==> config.mk <==
export PLATFORM = sky130hd
export DESIGN_NAME = script_char_lexer
export DESIGN_NICKNAME = d
export VERILOG_FILES = /design/src/hdl/slx_pkg.sv /design/src/hdl/slx_front.sv /design/src/hdl/slx_queue.sv /design/src/hdl/slx_back.sv /design/src/hdl/script_char_lexer.sv
export SDC_FILE = /design/constraint.sdc
export NUM_CORES = 1
export LEC_CHECK = 0
export ABC_AREA = 1
export BUFFER_PORTS_ARGS = -buffer_cell sky130_fd_sc_hd__buf_2
export CAP_MARGIN = 15
export CORE_MARGIN = 1.5
export CORE_UTILIZATION = 35
export CTS_CLUSTER_DIAMETER = 120
export DETAILED_ROUTE_END_ITERATION = 16
export GPL_TIMING_DRIVEN = 0
export PLACE_DENSITY_LB_ADDON = 0.3
export SLEW_MARGIN = 40
export SYNTH_ARGS = -nofsm -noshare
export SYNTH_HDL_FRONTEND = slang
export SYNTH_HIERARCHICAL = 1
export SYNTH_SLANG_ARGS = --single-unit
==> constraint.sdc <==
create_clock -name clk -period 13.5 [get_ports clk]
set_clock_uncertainty 0.2 [all_clocks]
set_input_delay 4.05 -clock clk [delete_from_list [all_inputs] [get_ports clk]]
set_output_delay 4.05 -clock clk [all_outputs]
set_load 0.02 [all_outputs]
==> src/hdl/slx_pkg.sv <==
package slx_pkg;

	localparam int POS_BITS     = 16;
	localparam int OUT_POS_BITS = 16;
	localparam int WIDE_BITS    = POS_BITS + OUT_POS_BITS;
	localparam logic [POS_BITS-1:0] POS_MAX = {POS_BITS{1'b1}};
	localparam logic [OUT_POS_BITS-1:0] OUT_POS_MAX = {OUT_POS_BITS{1'b1}};

	localparam int OUT_DATA_BITS = 48;
	localparam int MAX_RESULTS   = 3;
	localparam int QUEUE_DEPTH   = 2;

	localparam logic [3:0] TAB_EXTRA_RESET    = 4'd3;
	localparam logic [7:0] COMMENT_CHAR_RESET = 8'd35;

	localparam logic [7:0] CH_TAB     = 8'h09;
	localparam logic [7:0] CH_NL      = 8'h0A;
	localparam logic [7:0] CH_VT      = 8'h0B;
	localparam logic [7:0] CH_FF      = 8'h0C;
	localparam logic [7:0] CH_SP      = 8'h20;
	localparam logic [7:0] CH_QUOTE   = 8'h22;
	localparam logic [7:0] CH_BSLASH  = 8'h5C;
	localparam logic [7:0] CH_LOWER_N = 8'h6E;

	typedef enum logic [0:0] {
		REG_TAB_EXTRA    = 1'b0,
		REG_COMMENT_CHAR = 1'b1
	} reg_idx_t;

	typedef enum logic [1:0] {
		KIND_APPEND = 2'd0,
		KIND_END    = 2'd1,
		KIND_DELIM  = 2'd2,
		KIND_EOT    = 2'd3
	} kind_t;

	typedef struct packed {
		kind_t      kind;
		logic [7:0] ch;
		logic       empty;
	} result_t;

	typedef struct packed {
		logic [1:0]                cnt;
		result_t [MAX_RESULTS-1:0] res;
		logic [POS_BITS-1:0]       line;
		logic [POS_BITS-1:0]       col;
	} bundle_t;

	function automatic logic is_delim(input logic [7:0] c);
		return c inside {8'h5B, 8'h5D, 8'h7B, 8'h7D, 8'h28, 8'h29, 8'h3B, 8'h3D, 8'h2C, 8'h3A};
	endfunction

	function automatic logic is_space(input logic [7:0] c);
		return c inside {CH_SP, CH_TAB, CH_FF, CH_VT, CH_NL};
	endfunction

	function automatic logic [OUT_POS_BITS-1:0] clamp_pos(input logic [POS_BITS-1:0] v);
		logic [WIDE_BITS-1:0] w;
		w = WIDE_BITS'(v);
		if (w > WIDE_BITS'(OUT_POS_MAX))
			return OUT_POS_MAX;
		return w[OUT_POS_BITS-1:0];
	endfunction

endpackage

==> src/hdl/slx_front.sv <==
module slx_front import slx_pkg::*; (
	input  logic          clk,
	input  logic          arst_n,
	input  logic          cfg_we,
	input  reg_idx_t      cfg_addr,
	input  logic [7:0]    cfg_wdata,
	input  logic          in_valid,
	output logic          in_ready,
	input  logic [7:0]    in_char,
	input  logic          in_eot,
	input  logic          q_full,
	output logic          q_push,
	output bundle_t       q_bundle
);

	logic [3:0]          tab_extra_q;
	logic [7:0]          comment_char_q;
	logic                in_code_q, esc_q, in_comment_q, tok_open_q, seen_q;
	logic [POS_BITS-1:0] line_q, col_q;

	logic                in_code_d, esc_d, in_comment_d, tok_open_d, seen_d;
	logic [POS_BITS-1:0] line_d, col_d;
	logic [POS_BITS:0]   col_sum, line_sum;
	logic                tab_extra_on, is_nl, accept;
	logic [1:0]          n;
	result_t [MAX_RESULTS-1:0] res;

	assign in_ready = !q_full;
	assign accept   = in_valid && in_ready;
	assign is_nl    = (in_char == CH_NL);

	// tab widening only on the code path that treats the tab as whitespace
	assign tab_extra_on = !in_comment_q && in_code_q && (in_char != comment_char_q)
		&& (in_char == CH_TAB);

	always_comb begin
		col_sum  = {1'b0, col_q} + (POS_BITS+1)'(1)
			+ (tab_extra_on ? (POS_BITS+1)'(tab_extra_q) : '0);
		line_sum = {1'b0, line_q} + (POS_BITS+1)'(1);
		if (is_nl) begin
			col_d  = '0;
			line_d = line_sum[POS_BITS] ? POS_MAX : line_sum[POS_BITS-1:0];
		end else begin
			col_d  = (col_sum > {1'b0, POS_MAX}) ? POS_MAX : col_sum[POS_BITS-1:0];
			line_d = line_q;
		end
	end

	always_comb begin
		n            = '0;
		res          = '0;
		in_code_d    = in_code_q;
		esc_d        = esc_q;
		in_comment_d = in_comment_q;
		tok_open_d   = tok_open_q;
		seen_d       = seen_q;

		if (in_comment_q) begin
			if (is_nl)
				in_comment_d = 1'b0;
		end else if (in_code_q && in_char == comment_char_q) begin
			in_comment_d = 1'b1;
		end else if (in_code_q) begin
			if (is_space(in_char)) begin
				if (tok_open_d) begin
					res[n] = '{KIND_END, 8'h00, 1'b0};
					n = n + 2'd1;
					tok_open_d = 1'b0;
					seen_d = 1'b1;
				end
			end else if (is_delim(in_char)) begin
				if (tok_open_d) begin
					res[n] = '{KIND_END, 8'h00, 1'b0};
					n = n + 2'd1;
					tok_open_d = 1'b0;
				end
				res[n] = '{KIND_DELIM, in_char, 1'b0};
				n = n + 2'd1;
				seen_d = 1'b1;
			end else begin
				if (in_char == CH_QUOTE)
					in_code_d = 1'b0;
				res[n] = '{KIND_APPEND, in_char, 1'b0};
				n = n + 2'd1;
				tok_open_d = 1'b1;
			end
		end else begin
			if (esc_q) begin
				res[n] = '{KIND_APPEND, (in_char == CH_LOWER_N) ? CH_NL : in_char, 1'b0};
				n = n + 2'd1;
				tok_open_d = 1'b1;
				esc_d = 1'b0;
			end else if (in_char == CH_QUOTE) begin
				res[n] = '{KIND_APPEND, in_char, 1'b0};
				n = n + 2'd1;
				res[n] = '{KIND_END, 8'h00, 1'b0};
				n = n + 2'd1;
				tok_open_d = 1'b0;
				seen_d = 1'b1;
				in_code_d = 1'b1;
			end else if (in_char == CH_BSLASH) begin
				esc_d = 1'b1;
			end else begin
				res[n] = '{KIND_APPEND, in_char, 1'b0};
				n = n + 2'd1;
				tok_open_d = 1'b1;
			end
		end

		if (in_eot) begin
			if (tok_open_d) begin
				res[n] = '{KIND_END, 8'h00, 1'b0};
				n = n + 2'd1;
				seen_d = 1'b1;
			end
			res[n] = '{KIND_EOT, 8'h00, !seen_d};
			n = n + 2'd1;
		end
	end

	assign q_push        = accept && (n != 2'd0);
	assign q_bundle.cnt  = n;
	assign q_bundle.res  = res;
	assign q_bundle.line = line_d;
	assign q_bundle.col  = col_d;

	always_ff @(posedge clk or negedge arst_n) begin
		if (!arst_n) begin
			tab_extra_q    <= TAB_EXTRA_RESET;
			comment_char_q <= COMMENT_CHAR_RESET;
		end else if (cfg_we) begin
			case (cfg_addr)
				REG_TAB_EXTRA:    tab_extra_q    <= cfg_wdata[3:0];
				REG_COMMENT_CHAR: comment_char_q <= cfg_wdata;
				default: ;
			endcase
		end
	end

	always_ff @(posedge clk or negedge arst_n) begin
		if (!arst_n) begin
			in_code_q    <= 1'b1;
			esc_q        <= 1'b0;
			in_comment_q <= 1'b0;
			tok_open_q   <= 1'b0;
			seen_q       <= 1'b0;
			line_q       <= POS_BITS'(1);
			col_q        <= '0;
		end else if (accept) begin
			if (in_eot) begin
				in_code_q    <= 1'b1;
				esc_q        <= 1'b0;
				in_comment_q <= 1'b0;
				tok_open_q   <= 1'b0;
				seen_q       <= 1'b0;
				line_q       <= POS_BITS'(1);
				col_q        <= '0;
			end else begin
				in_code_q    <= in_code_d;
				esc_q        <= esc_d;
				in_comment_q <= in_comment_d;
				tok_open_q   <= tok_open_d;
				seen_q       <= seen_d;
				line_q       <= line_d;
				col_q        <= col_d;
			end
		end
	end

endmodule

==> src/hdl/slx_queue.sv <==
module slx_queue import slx_pkg::*; (
	input  logic    clk,
	input  logic    arst_n,
	input  logic    push,
	input  bundle_t push_bundle,
	output logic    full,
	input  logic    pop,
	output logic    head_valid,
	output bundle_t head_bundle
);

	localparam int PTR_BITS = $clog2(QUEUE_DEPTH);
	localparam int CNT_BITS = $clog2(QUEUE_DEPTH + 1);

	bundle_t             mem_q [QUEUE_DEPTH];
	logic [PTR_BITS-1:0] wr_q, rd_q;
	logic [CNT_BITS-1:0] count_q;
	logic                do_push, do_pop;

	assign full        = (count_q == CNT_BITS'(QUEUE_DEPTH));
	assign head_valid  = (count_q != '0);
	assign head_bundle = mem_q[rd_q];
	assign do_push     = push && !full;
	assign do_pop      = pop && head_valid;

	always_ff @(posedge clk) begin
		if (do_push)
			mem_q[wr_q] <= push_bundle;
	end

	always_ff @(posedge clk or negedge arst_n) begin
		if (!arst_n) begin
			wr_q    <= '0;
			rd_q    <= '0;
			count_q <= '0;
		end else begin
			if (do_push)
				wr_q <= (wr_q == PTR_BITS'(QUEUE_DEPTH - 1)) ? '0 : wr_q + PTR_BITS'(1);
			if (do_pop)
				rd_q <= (rd_q == PTR_BITS'(QUEUE_DEPTH - 1)) ? '0 : rd_q + PTR_BITS'(1);
			case ({do_push, do_pop})
				2'b10:   count_q <= count_q + CNT_BITS'(1);
				2'b01:   count_q <= count_q - CNT_BITS'(1);
				default: count_q <= count_q;
			endcase
		end
	end

endmodule

==> src/hdl/slx_back.sv <==
module slx_back import slx_pkg::*; (
	input  logic                     clk,
	input  logic                     arst_n,
	input  logic                     head_valid,
	input  bundle_t                  head_bundle,
	output logic                     pop,
	output logic                     m_tvalid,
	input  logic                     m_tready,
	output logic [OUT_DATA_BITS-1:0] m_tdata,
	output logic [1:0]               m_tuser,
	output logic                     m_tlast
);

	logic [1:0] idx_q;
	result_t    cur;
	logic       is_last;

	assign cur      = head_bundle.res[idx_q];
	assign is_last  = (idx_q == head_bundle.cnt - 2'd1);
	assign m_tvalid = head_valid;
	assign m_tuser  = cur.kind;
	assign m_tlast  = is_last;
	assign m_tdata  = {7'b0, cur.empty, clamp_pos(head_bundle.col),
		clamp_pos(head_bundle.line), cur.ch};
	assign pop      = head_valid && m_tready && is_last;

	always_ff @(posedge clk or negedge arst_n) begin
		if (!arst_n)
			idx_q <= '0;
		else if (head_valid && m_tready)
			idx_q <= is_last ? 2'd0 : idx_q + 2'd1;
	end

endmodule

==> src/hdl/script_char_lexer.sv <==
// channel  dir  tdata                          tuser        tlast
// s_axis   in   char_in[7:0]                   -            end_of_text
// m_axis   out  char_out, line, column, empty  kind[1:0]    last
// cfg      in   cfg_addr 0 tab_extra_columns, 1 comment_char, write on cfg_we
//
// a byte is taken every cycle while the two-entry result queue has room
// each byte yields zero to three results, sent one a cycle from the queue head while m_tready is high
// sustained rate is one byte a cycle when results average at most one per byte
// arst_n resets all mode state and counters at once (line to 1), no clearing sweep
// a stalled output only stops input once the queue fills
module script_char_lexer import slx_pkg::*; (
	input  logic                     clk,
	input  logic                     arst_n,
	input  logic                     cfg_we,
	input  logic [0:0]               cfg_addr,
	input  logic [7:0]               cfg_wdata,
	input  logic                     s_tvalid,
	output logic                     s_tready,
	input  logic [7:0]               s_tdata,   // char_in
	input  logic                     s_tlast,
	output logic                     m_tvalid,
	input  logic                     m_tready,
	output logic [OUT_DATA_BITS-1:0] m_tdata,   // char_out, line, column, empty_script
	output logic [1:0]               m_tuser,   // kind
	output logic                     m_tlast
);

	logic    q_full, q_push, q_pop, q_valid;
	bundle_t push_bundle, head_bundle;

	slx_front u_front (
		.clk       (clk),
		.arst_n    (arst_n),
		.cfg_we    (cfg_we),
		.cfg_addr  (reg_idx_t'(cfg_addr)),
		.cfg_wdata (cfg_wdata),
		.in_valid  (s_tvalid),
		.in_ready  (s_tready),
		.in_char   (s_tdata),
		.in_eot    (s_tlast),
		.q_full    (q_full),
		.q_push    (q_push),
		.q_bundle  (push_bundle)
	);

	slx_queue u_queue (
		.clk         (clk),
		.arst_n      (arst_n),
		.push        (q_push),
		.push_bundle (push_bundle),
		.full        (q_full),
		.pop         (q_pop),
		.head_valid  (q_valid),
		.head_bundle (head_bundle)
	);

	slx_back u_back (
		.clk         (clk),
		.arst_n      (arst_n),
		.head_valid  (q_valid),
		.head_bundle (head_bundle),
		.pop         (q_pop),
		.m_tvalid    (m_tvalid),
		.m_tready    (m_tready),
		.m_tdata     (m_tdata),
		.m_tuser     (m_tuser),
		.m_tlast     (m_tlast)
	);

endmodule

* Word-level counts from Yosys, hierarchy flattened
Memory sizes are Yosys's and may differ from the RTL's. Index checks and enable logic that the tools add are counted.
Word-level totals: register bits 55, bits in writable memories 134, input bits 23, output and inout bits 53, logic and storage cells 193, memories kept 1
Operators by class: add/sub/neg operators 12, $lt $le $gt $ge 8, equal/unequal tests 27, multiplexer cells 103, bitwise gates (word level) 4, reductions and logical operators 25
Memories:
- u_queue.mem_q | depth 2, width 67, rd ports 1, clocked after Yosys merged registers in 0, write ports 1, RTL line slx_queue.sv:15 | bundle_t mem_q [QUEUE_DEPTH];
Operator list (count):
- $mux 33 | 5
- $mux 11 | 13
- $mux 16 | 6
- $bwmux 33 | 2
- $demux 11 s2 | 3
- $mux 22 | 3
- $eq 8x6->1 const B | 8
- $eq 8x7->1 const B | 6
- $mux 1 | 46
- $add 16x1->17 const B | 2
- $eq 8x4->1 const B | 4
- $mux 2 | 16
- $and 30x30->30 | 1
- $mux 10 | 3
- $not 30->30 | 1
- $bmux 11 s2 | 1
- $mux 9 | 2
- $add 17x17->17 | 1
- $gt 17x16->1 const B | 1
- $logic_and 1x1->1 | 13
- $lt 2x3->1 const B | 4
- $add 2x1->2 const B | 5
- $reduce_bool 10->1 | 1
- $eq 8x8->1 | 1
- 19 further kinds | 31

* Depth between registers and ports, before layout
depth in word-level cells 23, gate-level depth with buffers 27, gate-level depth less buffers 26

* Modules after synthesis
The synthesis kept the hierarchy.
By module, submodules not included:
- slx_queue | times used 1, cells each 382, area an instance 5109.9 sq um, seq. area each 4124.0 sq um
- slx_front | times used 1, cells each 580, area an instance 3925.0 sq um, seq. area each 1234.9 sq um
- slx_back | times used 1, cells each 121, area an instance 709.4 sq um, seq. area each 50.0 sq um

* Worst setup path before layout
OpenSTA, ideal clock, no wires.
kind input -> register, start point input port s_tdata[3], end point memory u_queue/mem_q[1][0] (netlist bit) (enable), setup time 0.493 ns, data arrival time 9.290 ns, data required time 12.807 ns, path slack 3.518 ns, cell stages on the path 22, buffers on the path 1, cell sequence buf_2 -> nand2_1 -> inv_1 -> nand2_1 -> nand2_1 -> nand2_1 -> nand3_1 -> nand2_1 -> inv_1 -> nand2_1 -> nand2_1 -> inv_1 -> ha_1 -> a21oi_1 -> ha_1 -> or2_2 -> a21boi_1 -> nand3_1 -> nand2_1 -> inv_1 -> o21ai_0 -> nor2_1
On the way: longest elaborated chain between the ends 17, elaborated cells between the ends (all ways) 47, classes of those cells add/sub: 2; eq/ne: 18; mux: 21; reduce/logical: 6
RTL lines:
- start, declared | RTL line script_char_lexer.sv:19 | input logic [7:0] s_tdata,
- $eq 8x7->1, or another cell as far along | RTL line slx_pkg.sv:51 | return c inside {8'h5B, 8'h5D, 8'h7B, 8'h7D, 8'h28, 8'h29, 8'h3B, 8'h3D, 8'h2C, 8'h3A};
- $reduce_bool 10->1 / $mux 1 (equally long branches) | RTL line slx_pkg.sv:51, slx_front.sv:101
- $mux 2, on equally long branches | RTL line slx_front.sv:71, slx_front.sv:93
- $mux 2, on equally long branches | RTL line slx_front.sv:64, slx_front.sv:88
- $mux 2 | RTL line slx_front.sv:63 | end else if (in_code_q) begin
- $mux 2 | RTL line slx_front.sv:61 | end else if (in_code_q && in_char == comment_char_q) begin
- $mux 2 | RTL line slx_front.sv:58 | if (in_comment_q) begin
- $add 2x1->2 | RTL line slx_front.sv:113 | n = n + 2'd1;
- [... 2 more ...]
- $add 2x1->2 | RTL line slx_front.sv:117 | n = n + 2'd1;
- $mux 2 (*) | RTL line slx_front.sv:110 | if (in_eot) begin
- $reduce_bool 2->1 (*) | RTL line slx_front.sv:121 | assign q_push = accept && (n != 2'd0);
- $logic_and 1x1->1 (*) | RTL line slx_front.sv:121
- net q_push | RTL line script_char_lexer.sv:28 | logic q_full, q_push, q_pop, q_valid;
- $logic_and 1x1->1 (*) | RTL line slx_queue.sv:23 | assign do_push = push && !full;
- $mux 1 (*) | RTL line slx_queue.sv:27 | if (do_push)
- $mux 1 (implied by the code) (*) | RTL line slx_queue.sv:28 | mem_q[wr_q] <= push_bundle;
- end, declared | RTL line slx_queue.sv:15
Mark *: on every way through the listed nets, which the timed path passes. The rest lies on a longest branch. The select of a mux whose other input is x is not followed.

* Worst setup path after layout
start point input port s_tdata[4], end point memory u_queue/mem_q[1][48] (netlist bit) (enable)
Same word-level chain as after synthesis.

==> summary.md <==
| Metric | Value |
|---|---|
| Outcome | completed |
| Pin count of the biggest net entering global routing | 56 |
| First-pass GRT wire length | 35180 um |
| Hold-fix buffers, CTS | 0 |
| Sequential area share after synthesis | 55.51% |
| Layout cells sized above 1 | 19.82% |
| Cell row count | 60 |
| Htree depth | 4 |
| Synthesis-to-layout area growth | 16.56% |
| Hold Path Depth | 2 |
| Clock buffer count from CTS | 17 |
| R2R depth | 21 |
| Most frequent cells in the layout | nand2_1 (358), edfxtp_1 (134), inv_1 (115) |
| Worst Hold Path EP | u_queue/count_q[1]$_DFFE_PN0P_ |
| Hold Slack | 0.2860 ns |
| Switching share of total power | 36.28% |
| Post-synth cell types | 46 |
| Fin crit share | 59.56% |
| Synth warn | 6 |
| Startpoint Class | input port |
| Worst Setup End Kind | register |
| IO Port Bufs | 67 |
| DRT antenna net count | 0 |
| Hpwl dp | 15740 um |
| P_int | 1342 uW |
| Worst min path class | reg2reg |
| FF+latch count, synth | 189 |
| Critical path class | in2reg |
| Req. time, crit path | 13.43 ns |
| Worst Setup SP | s_tdata[4] |
| Die span in y | 169.9 um |
| Vias per inst | 4.556 |
| Top cells by area, synth | edfxtp_1 (41%), nand2_1 (14%), dfrtp_1 (12%), inv_1 (4.5%), buf_4 (4.1%) |
| Post-route setup TNS | 0 ns |
| RSZ-0062 raised after global routing | no |
| DR vias | 7167 |
| Crit path DAT | 7.97 ns |
| Nets | 1225 |
| Initial Util | 35.96% |
| VDD IR max | 0.08772 mV |
| CTS Sinks | 189 |
| Setup-failing EPs final | 0 |
| Commonest non-fill, non-tap cell in the layout | nand2_1 |
| Postcts setup bufs | 0 |
| Slew HR | 54.46% |
| Die ar. | 28850 um2 |
| GR Util All Layers | 15.75% |
| N_diodes | 0 |
| Post-Route WL | 22010 um |
| Max-slew violation count | 0 |
| I/O pin cnt | 76 |
| Worst slew pin tran | 0.6831 ns |
| Cell count after synthesis | 1083 |
| WL/cell | 13.99 um |
| Part of the power in registers | 37.2% |
| Clock power frac | 25.4% |
| Max Root-Sink Buffers | 2 |
| Reg-to-reg slack, setup | 8.70 ns |
| Reg-to-reg endpoint | u_queue/mem_q[1][48]$_DFFE_PP_ |
| Critical hold path startpoint | u_queue/count_q[1]$_DFFE_PN0P_ |
| Die width | 169.9 um |
| Max Cap Viol | 0 |
| Routability congestion estimate | 0.8499 |
| Minimum clock period | 8.041 ns |
| Leak pwr | 0.005378 uW |
| Vias in the first global route | 6789 |
| Mapped cell area | 9744 um2 |
| Syn_area_per_cell | 8.998 um2 |
| Post-CTS sizing | 0 |
| Initial antenna violation count | 0 |
| Core footprint | 27100 um2 |
| Root buffer cell | clkbuf_16 |
| Residual DRC | 0 |
| Combinational power share | 37.4% |
| Synth area leader | edfxtp_1 |
| Clock-pin slew on the worst setup and hold paths | 0.07 ns |
| Fmax | 124.4 MHz |
| Sw power | 764.1 uW |
| PD cells | 185.4 nW/um2 |
| Final hold vios | 0 |
| CTS tree | done |
| Pre-Repair DR Iteration Count | 5 |
| Clk Latency, worst-skew pair | 0.43 ns |
| Util after Layout | 41.91% |
| Synth top area share | 41.29% |
| Largest fanout on the critical path | 14 |
| DRT iter0 DRCs | 500 |
| Worst r2r src | u_front/in_code_q$_DFFE_PN1P_ |
| Global route overflow | 0 |
synth_stat cells (all sizes together):
cell type / n
a21boi: 1
a21oi: 16
a22o: 2
a22oi: 1
a31oi: 2
a41oi: 1
buf: 73
clkbuf: 8
clkinv: 3
conb: 2
dfrtp: 48
dfstp: 7
edfxtp: 134
fa: 1
ha: 13
inv: 127
mux2: 1
nand2: 368
nand3: 52
nand4: 10
nor2: 89
nor3: 14
o21ai: 67
o22ai: 16
o31ai: 2
or2: 2
xnor2: 4
xor2: 19
worst max-delay path by stage:
stage	endpoint	slack [ns]	cells after the start
6_report	u_queue/mem_q[1][48]$_DFFE_PP_	5.46	24
5_1_grt	u_queue/mem_q[1][48]$_DFFE_PP_	5.13	24
4_1_cts	u_queue/mem_q[1][48]$_DFFE_PP_	5.40	25
3_5_place_dp	u_queue/mem_q[1][45]$_DFFE_PP_	4.96	25
3_3_place_gp	u_queue/mem_q[1][22]$_DFFE_PP_	1.13	21
2_1_floorplan	u_queue/mem_q[1][0]$_DFFE_PP_	3.52	22
power by group through the flow:
stage,sequential [uW],combinational [uW],clock (uW)
after floorplan,796,537,0
after global placement,808,765,0
after global routing,794,872,568
final,784,787,535
after CTS,784,802,548
after detailed placement,796,797,0
per-stage QoR:
step           area, um2  cells  worst slack [ns]  power, uW
2_1_floorplan       9797   1097             3.518       1334
3_3_place_gp       10600   1536             1.131       1574
3_5_place_dp       10730   1541             4.959       1593
4_1_cts            11350   1573             5.403       2134
5_1_grt            11360   1573             5.131       2234
6_report           11360   1573             5.459       2106
cell families after synthesis:
kind of cell	Yosys count	share of synthesized area, %
AOI/OAI and AO/OA	108	6.369
xor gates and xnor gates	23	2.067
adders and majority gates	14	1.875
buffers and inverters	211	10.80
DFF	189	55.51
muxes	1	0.1156
other	2	0.07707
and+or+nand+nor	535	23.19
cell type report:
cell class / instances / area, um2
Timing Repair Buffer: 72 / 454.2
Clock inverter: 12 / 182.7
Fill cell: 2715 / 15740
Clock buffer: 20 / 446.7
Inverter: 130 / 498.0
Multi-Input combinational cell: 697 / 3343
Sequential cell: 189 / 5409
Buffer: 81 / 559.3
Tap cell: 372 / 465.4
worst max-delay path, cell delays in order:
cell,delay [ns]
buf_2,0.15
inv_2,0.10
nand2_1,0.09
nor2_2,0.19
nand2_1,0.10
nand3_1,0.12
nand2_1,0.07
inv_1,0.11
nand2_1,0.10
nand2_1,0.16
inv_1,0.08
ha_1,0.27
a21oi_1,0.23
ha_1,0.27
or2_2,0.29
a21boi_1,0.14
nand3_1,0.09
nand2_1,0.05
inv_1,0.09
o21ai_0,0.20
nor2_4,0.45
buf_16,0.22
buf_16,0.16
buf_8,0.17
flip-flops by register name (all words and copies together), names as in the netlist:
register	cells
u_queue/count_q	2
u_back/idx_q	2
u_queue/rd_q	1
u_front/comment_char_q	8
u_front/tok_open_q	1
u_front/in_code_q	1
u_front/in_comment_q	1
u_front/tab_extra_q	4
u_front/seen_q	1
u_front/esc_q	1
u_front/col_q	16
u_front/line_q	16
u_queue/wr_q	1
u_queue/mem_q	134
routing by layer:
layer | vias up | routed length (um) | GRT usage, %
li1 | 3656 | - | -
met1 | 3365 | 10320 | 20.55
met2 | 127 | 10710 | 27.28
met3 | 19 | 756 | 2.372
met4 | 0 | 218 | 4.117
met5 | - | 0 | 0
(Power assumes the default switching activity.)
